--- src/sv/mpsq_pkg.sv ---
// mpsq_pkg: shared constants, FSM state type and controller/datapath interface structs.
// No dependencies; imported by every module of the matrix power block.
package mpsq_pkg;

    localparam int MAX_DIM     = 8;
    localparam int ELEM_BITS   = 32;
    localparam int FRAC_BITS   = ELEM_BITS - 2;
    localparam int STORE_DEPTH = MAX_DIM * MAX_DIM;
    localparam int IDX_BITS    = $clog2(MAX_DIM);
    localparam int DIM_BITS    = $clog2(MAX_DIM + 1);
    localparam int ADDR_BITS   = $clog2(STORE_DEPTH);
    localparam int POS_BITS    = ADDR_BITS + 1;
    localparam int PROD_BITS   = 2 * ELEM_BITS;
    localparam int SH_BITS     = PROD_BITS - FRAC_BITS;
    localparam int ACC_BITS    = SH_BITS + IDX_BITS;

    // configuration register fields
    localparam int SIZE_BITS   = 4;
    localparam int POW_BITS    = 21;
    localparam int CNT_BITS    = POW_BITS + 1;
    localparam int CFG_BITS    = POW_BITS;

    typedef enum logic {
        CFG_MATRIX_SIZE  = 1'b0,
        CFG_TARGET_POWER = 1'b1
    } t_cfg_idx;

    typedef enum logic [1:0] {
        S_LOAD,
        S_SQ_ISSUE,
        S_SQ_DRAIN,
        S_OUT
    } t_state;

    typedef struct packed {
        logic load;       // input beat accepted
        logic start;      // load complete, begin squaring
        logic issue;      // issue one multiply-accumulate term
        logic sq_done;    // squaring drained, swap stores
        logic out_mode;   // read port 0 addressed by output indices
        logic out_issue;  // read one result element
    } t_cmd;

    typedef struct packed {
        logic load_fin;
        logic sq_last;
        logic pipe_busy;
        logic more;
        logic out_can_issue;
        logic out_last;
    } t_stat;

endpackage

--- src/sv/mpsq_ctrl.sv ---
// mpsq_ctrl: sequencing FSM for load, repeated squaring and result readout.
// Depends on mpsq_pkg (t_state, t_cmd, t_stat).
module mpsq_ctrl (
    input  logic          i_clk,
    input  logic          i_rst_n,
    input  logic          i_valid,
    input  mpsq_pkg::t_stat i_stat,
    output mpsq_pkg::t_cmd  o_cmd,
    output logic          o_stall
);
    import mpsq_pkg::*;

    t_state r_state;
    t_state n_state;

    always_ff @(posedge i_clk) begin
        if (!i_rst_n) begin
            r_state <= S_LOAD;
        end else begin
            r_state <= n_state;
        end
    end

    always_comb begin
        n_state = r_state;
        o_cmd   = '0;
        o_stall = 1'b1;
        unique case (r_state)
            S_LOAD: begin
                o_stall    = 1'b0;
                o_cmd.load = i_valid;
                if (i_valid && i_stat.load_fin) begin
                    o_cmd.start = 1'b1;
                    n_state     = S_SQ_ISSUE;
                end
            end
            S_SQ_ISSUE: begin
                o_cmd.issue = 1'b1;
                if (i_stat.sq_last) begin
                    n_state = S_SQ_DRAIN;
                end
            end
            S_SQ_DRAIN: begin
                if (!i_stat.pipe_busy) begin
                    o_cmd.sq_done = 1'b1;
                    n_state       = i_stat.more ? S_SQ_ISSUE : S_OUT;
                end
            end
            S_OUT: begin
                o_cmd.out_mode = 1'b1;
                if (i_stat.out_can_issue) begin
                    o_cmd.out_issue = 1'b1;
                    if (i_stat.out_last) begin
                        n_state = S_LOAD;
                    end
                end
            end
            default: n_state = S_LOAD;
        endcase
    end

endmodule

--- config.mk ---
export PLATFORM = sky130hd
export DESIGN_NAME = mpsq_ctrl
export DESIGN_NICKNAME = d
export VERILOG_FILES = /design/src/sv/mpsq_pkg.sv /design/src/sv/mpsq_ctrl.sv
export SDC_FILE = /design/constraint.sdc
export NUM_CORES = 1
export LEC_CHECK = 0
export ABC_AREA = 1
export BUFFER_PORTS_ARGS = -buffer_cell sky130_fd_sc_hd__buf_4
export CAP_MARGIN = 10
export CELL_PAD_IN_SITES_DETAIL_PLACEMENT = 1
export CELL_PAD_IN_SITES_GLOBAL_PLACEMENT = 1
export CORE_AREA = 2 2 39 41
export DETAILED_ROUTE_END_ITERATION = 16
export DIE_AREA = 0 0 41 43
export GPL_TIMING_DRIVEN = 0
export PLACE_DENSITY_LB_ADDON = 0.1
export SETUP_SLACK_MARGIN = 0.05
export SKIP_CTS_REPAIR_TIMING = 1
export SKIP_LAST_GASP = 1
export SLEW_MARGIN = 20
export SYNTH_ARGS = -nofsm -noshare
export SYNTH_HDL_FRONTEND = slang
export SYNTH_SLANG_ARGS = --single-unit
export TNS_END_PERCENT = 20
--- constraint.sdc ---
create_clock -name i_clk -period 0.9 [get_ports i_clk]
set_input_delay 0.135 -clock i_clk [delete_from_list [all_inputs] [get_ports i_clk]]
set_output_delay 0.135 -clock i_clk [all_outputs]
set_load 0.01 [all_outputs]
==> results.cfg <==
[status]
run_status = finished with violations
violations = setup timing

[power_and_ir_drop]
comb_power_share_pct = 47.0
switching_share_pct = 37.5
clock_power_share_pct = 29.4
total_switching_power_uw = 249
power.sequential.fraction_pct = 23.6
internal_uw = 414
vdd_drop_max_uv = 678
p_leak_nw = 0.209
p_per_area_nw_per_um2 = 1890
finalPower_uw = 663

[global_routing]
grt.overflow.total = 0
grt_antenna_before_repair = 0
grt_start_max_net_pins = 6
grt_pass1_vias = 253
grt.total_usage_pct = 8.11
global_route_wire_length_before_repair_um = 959

[timing]
post-route-period-util_pct = 122
period_needed_ns = 1.10
timing_worst_slew_pin_value_ns = 0.148
grt_setup_unrepaired = yes
fin_worst_hold_slack_ns = 0.141
final_max_slew_viol_count = 0
fmax_mhz = 911
clock_skew_ns = 0.00152
max-slew-margin-rel_pct = 90.1
report.final.hold_viol_count = 0
final_critical_path_setup_slack_ns = -0.198
setup_violations = 7

[cts]
worst_skew_pair_latency_ns = 0.22
deepest_level_of_the_cts_h_tree = 1
cts-buffers-inserted = 3
tritoncts = yes
clk_path_buf_depth = 2
clock_sinks = 2
path_clk_slew_ns = 0.03
clock_tree.root_cell = sky130_fd_sc_hd__clkbuf_4

[logic_synthesis]
synth-xor-area-share_pct = 0
compound_gate_portion_of_the_synthesized_area_pct = 8.33
synthesis.nets = 44
syn-mean-instance-area_um2 = 5.15
synth_mux_area_share_pct = 0
yosys_warns = 0
postSynthRegisterBits = 2
yosys.area_share.simple_pct = 45.8
synthAdderAreaFrac_pct = 0
number_of_instances_in_the_synthesized_netlist = 35
synth_top_family_by_area = simple AND/OR/NAND/NOR gates
synth_cell_types = 9
portion_of_the_post_synthesis_area_used_by_sequential_elements_pct = 22.2
synth.cell_area_um2 = 180

[critical_path]
worst_ep_arrival_time_ns = 0.96
worstPathRequired_ns = 0.76
worstSetupEndpoint = o_cmd[4]
critical_path.max_fanout = 5
crit_path_end_kind = output pin
timing_worst_setup_path_type = register to output pin
r2r_cells = 6
critical_path.reg2reg.startpoint = r_state[1]
r2r_end = r_state[0]
crit_path_start_kind = register
launching_instance_or_port_of_the_critical_path = r_state[1]
reg2reg_slack_ns = 0.01

[placement]
gp_congestion = 0.628
port_buffers = 15
placedCellCount = 66
dp_hpwl_um = 508

[final_layout]
area.growth.synth_to_final_pct = 94.4
final-instance-count-excl-fill = 69
layout_common_cells = 15 x sky130_fd_sc_hd__buf_4, 8 x sky130_fd_sc_hd__inv_1, 6 x sky130_fd_sc_hd__nand2_1
layout.core_utilization_pct = 25.3
layout_commonest_cell = sky130_fd_sc_hd__buf_4
layout.nets = 64
final_layout_size_suffix_gt1_share_pct = 52.8
insertedDiodeCount = 0
largest_registers = r_state: 2 flops
largest_reg_flops = 2
regMostFlops = r_state

[drt]
detail_route.vias_per_cell = 3.65
antenna_left = 0
routed_wl_um = 579
post_drt_wl_per_cell_um = 8.39
dr.first_iter.drc_count = 0
detailedRoute.firstPassIterationCount = 1
vias = 252
drt_drc_violations_left = 0

[die]
floorplan.die.height_um = 43
start_util_pct = 13.0
die_width_um = 41
pin_count = 16
die_area_um2 = 1760
placeableCoreArea_um2 = 1380
fp-row-count = 14

[job]
timing.max_cap.violations = 0

[min_path]
min_path_type = input port to register
-- routing by layer --
metal / global-route usage, % / vias up / wire length, µm
met5: 0 / - / 0
met4: 6.00 / 0 / 0
met3: 3.14 / 0 / 25
met2: 12.2 / 4 / 340
met1: 8.60 / 109 / 213
li1: - / 139 / -
-- cells in the mapped netlist --
cell | n | area (µm²)
sky130_fd_sc_hd__a21oi_1 | 1 | 5.00
sky130_fd_sc_hd__clkinv_2 | 1 | 5.00
sky130_fd_sc_hd__dfxtp_1 | 2 | 40.0
sky130_fd_sc_hd__inv_1 | 10 | 37.5
sky130_fd_sc_hd__nand2_1 | 6 | 22.5
sky130_fd_sc_hd__nand2_2 | 3 | 18.8
sky130_fd_sc_hd__nand3_1 | 3 | 15.0
sky130_fd_sc_hd__nor2_1 | 7 | 26.3
sky130_fd_sc_hd__o21ai_1 | 2 | 10.0
-- metrics by stage --
step | area [µm²] | setup WS, ns | setup TNS (ns)
6_report | 350 | -0.198 | -1.03
4_1_cts | 335 | -0.290 | -1.67
3_5_place_dp | 313 | -0.0487 | -0.167
2_1_floorplan | 180 | 0.0370 | 0
3_3_place_gp | 313 | -0.0511 | -0.114
5_1_grt | 350 | -0.240 | -1.56
-- worst min-delay path by stage --
stage	end	cells after the start	startpoint	slack (ns)
after floorplan	r_state[0]	2	i_rst_n	0.25
after global placement	r_state[0]	3	i_rst_n	0.37
after detailed placement	r_state[0]	3	i_rst_n	0.38
after CTS	r_state[0]	3	i_rst_n	0.14
after global routing	r_state[0]	3	i_rst_n	0.13
final	r_state[0]	3	i_rst_n	0.14
-- final cells by class --
cell class                 count  area, µm²
inverter                      11       42.5
timing repair buffer          15        113
sequential                     2       45.0
multi-input combinational     22        108
fill                         191       1030
clock buffer                   3       22.5
tap                           16       20.0
-- power by group through the flow --
stage          Sequential (mW)  Clock (mW)  Combinational, mW
3_5_place_dp             0.140           0              0.301
6_report                 0.156       0.195              0.312
3_3_place_gp             0.141           0              0.291
5_1_grt                  0.161       0.233              0.350
4_1_cts                  0.139       0.208              0.303
2_1_floorplan            0.132           0              0.167
-- logic make-up after synthesis --
family	after synthesis
and+or+nand+nor	19
DFF	2
buffers and inverters	11
AOI/OAI and AO/OA	3
-- critical path: stages, from the launching register on --
cell                      delay [ns]
sky130_fd_sc_hd__dfxtp_4        0.35
sky130_fd_sc_hd__nor2_4         0.11
sky130_fd_sc_hd__inv_2          0.05
sky130_fd_sc_hd__nor2_2         0.10
sky130_fd_sc_hd__buf_4          0.12
Power figures use the tool's default switching activity.
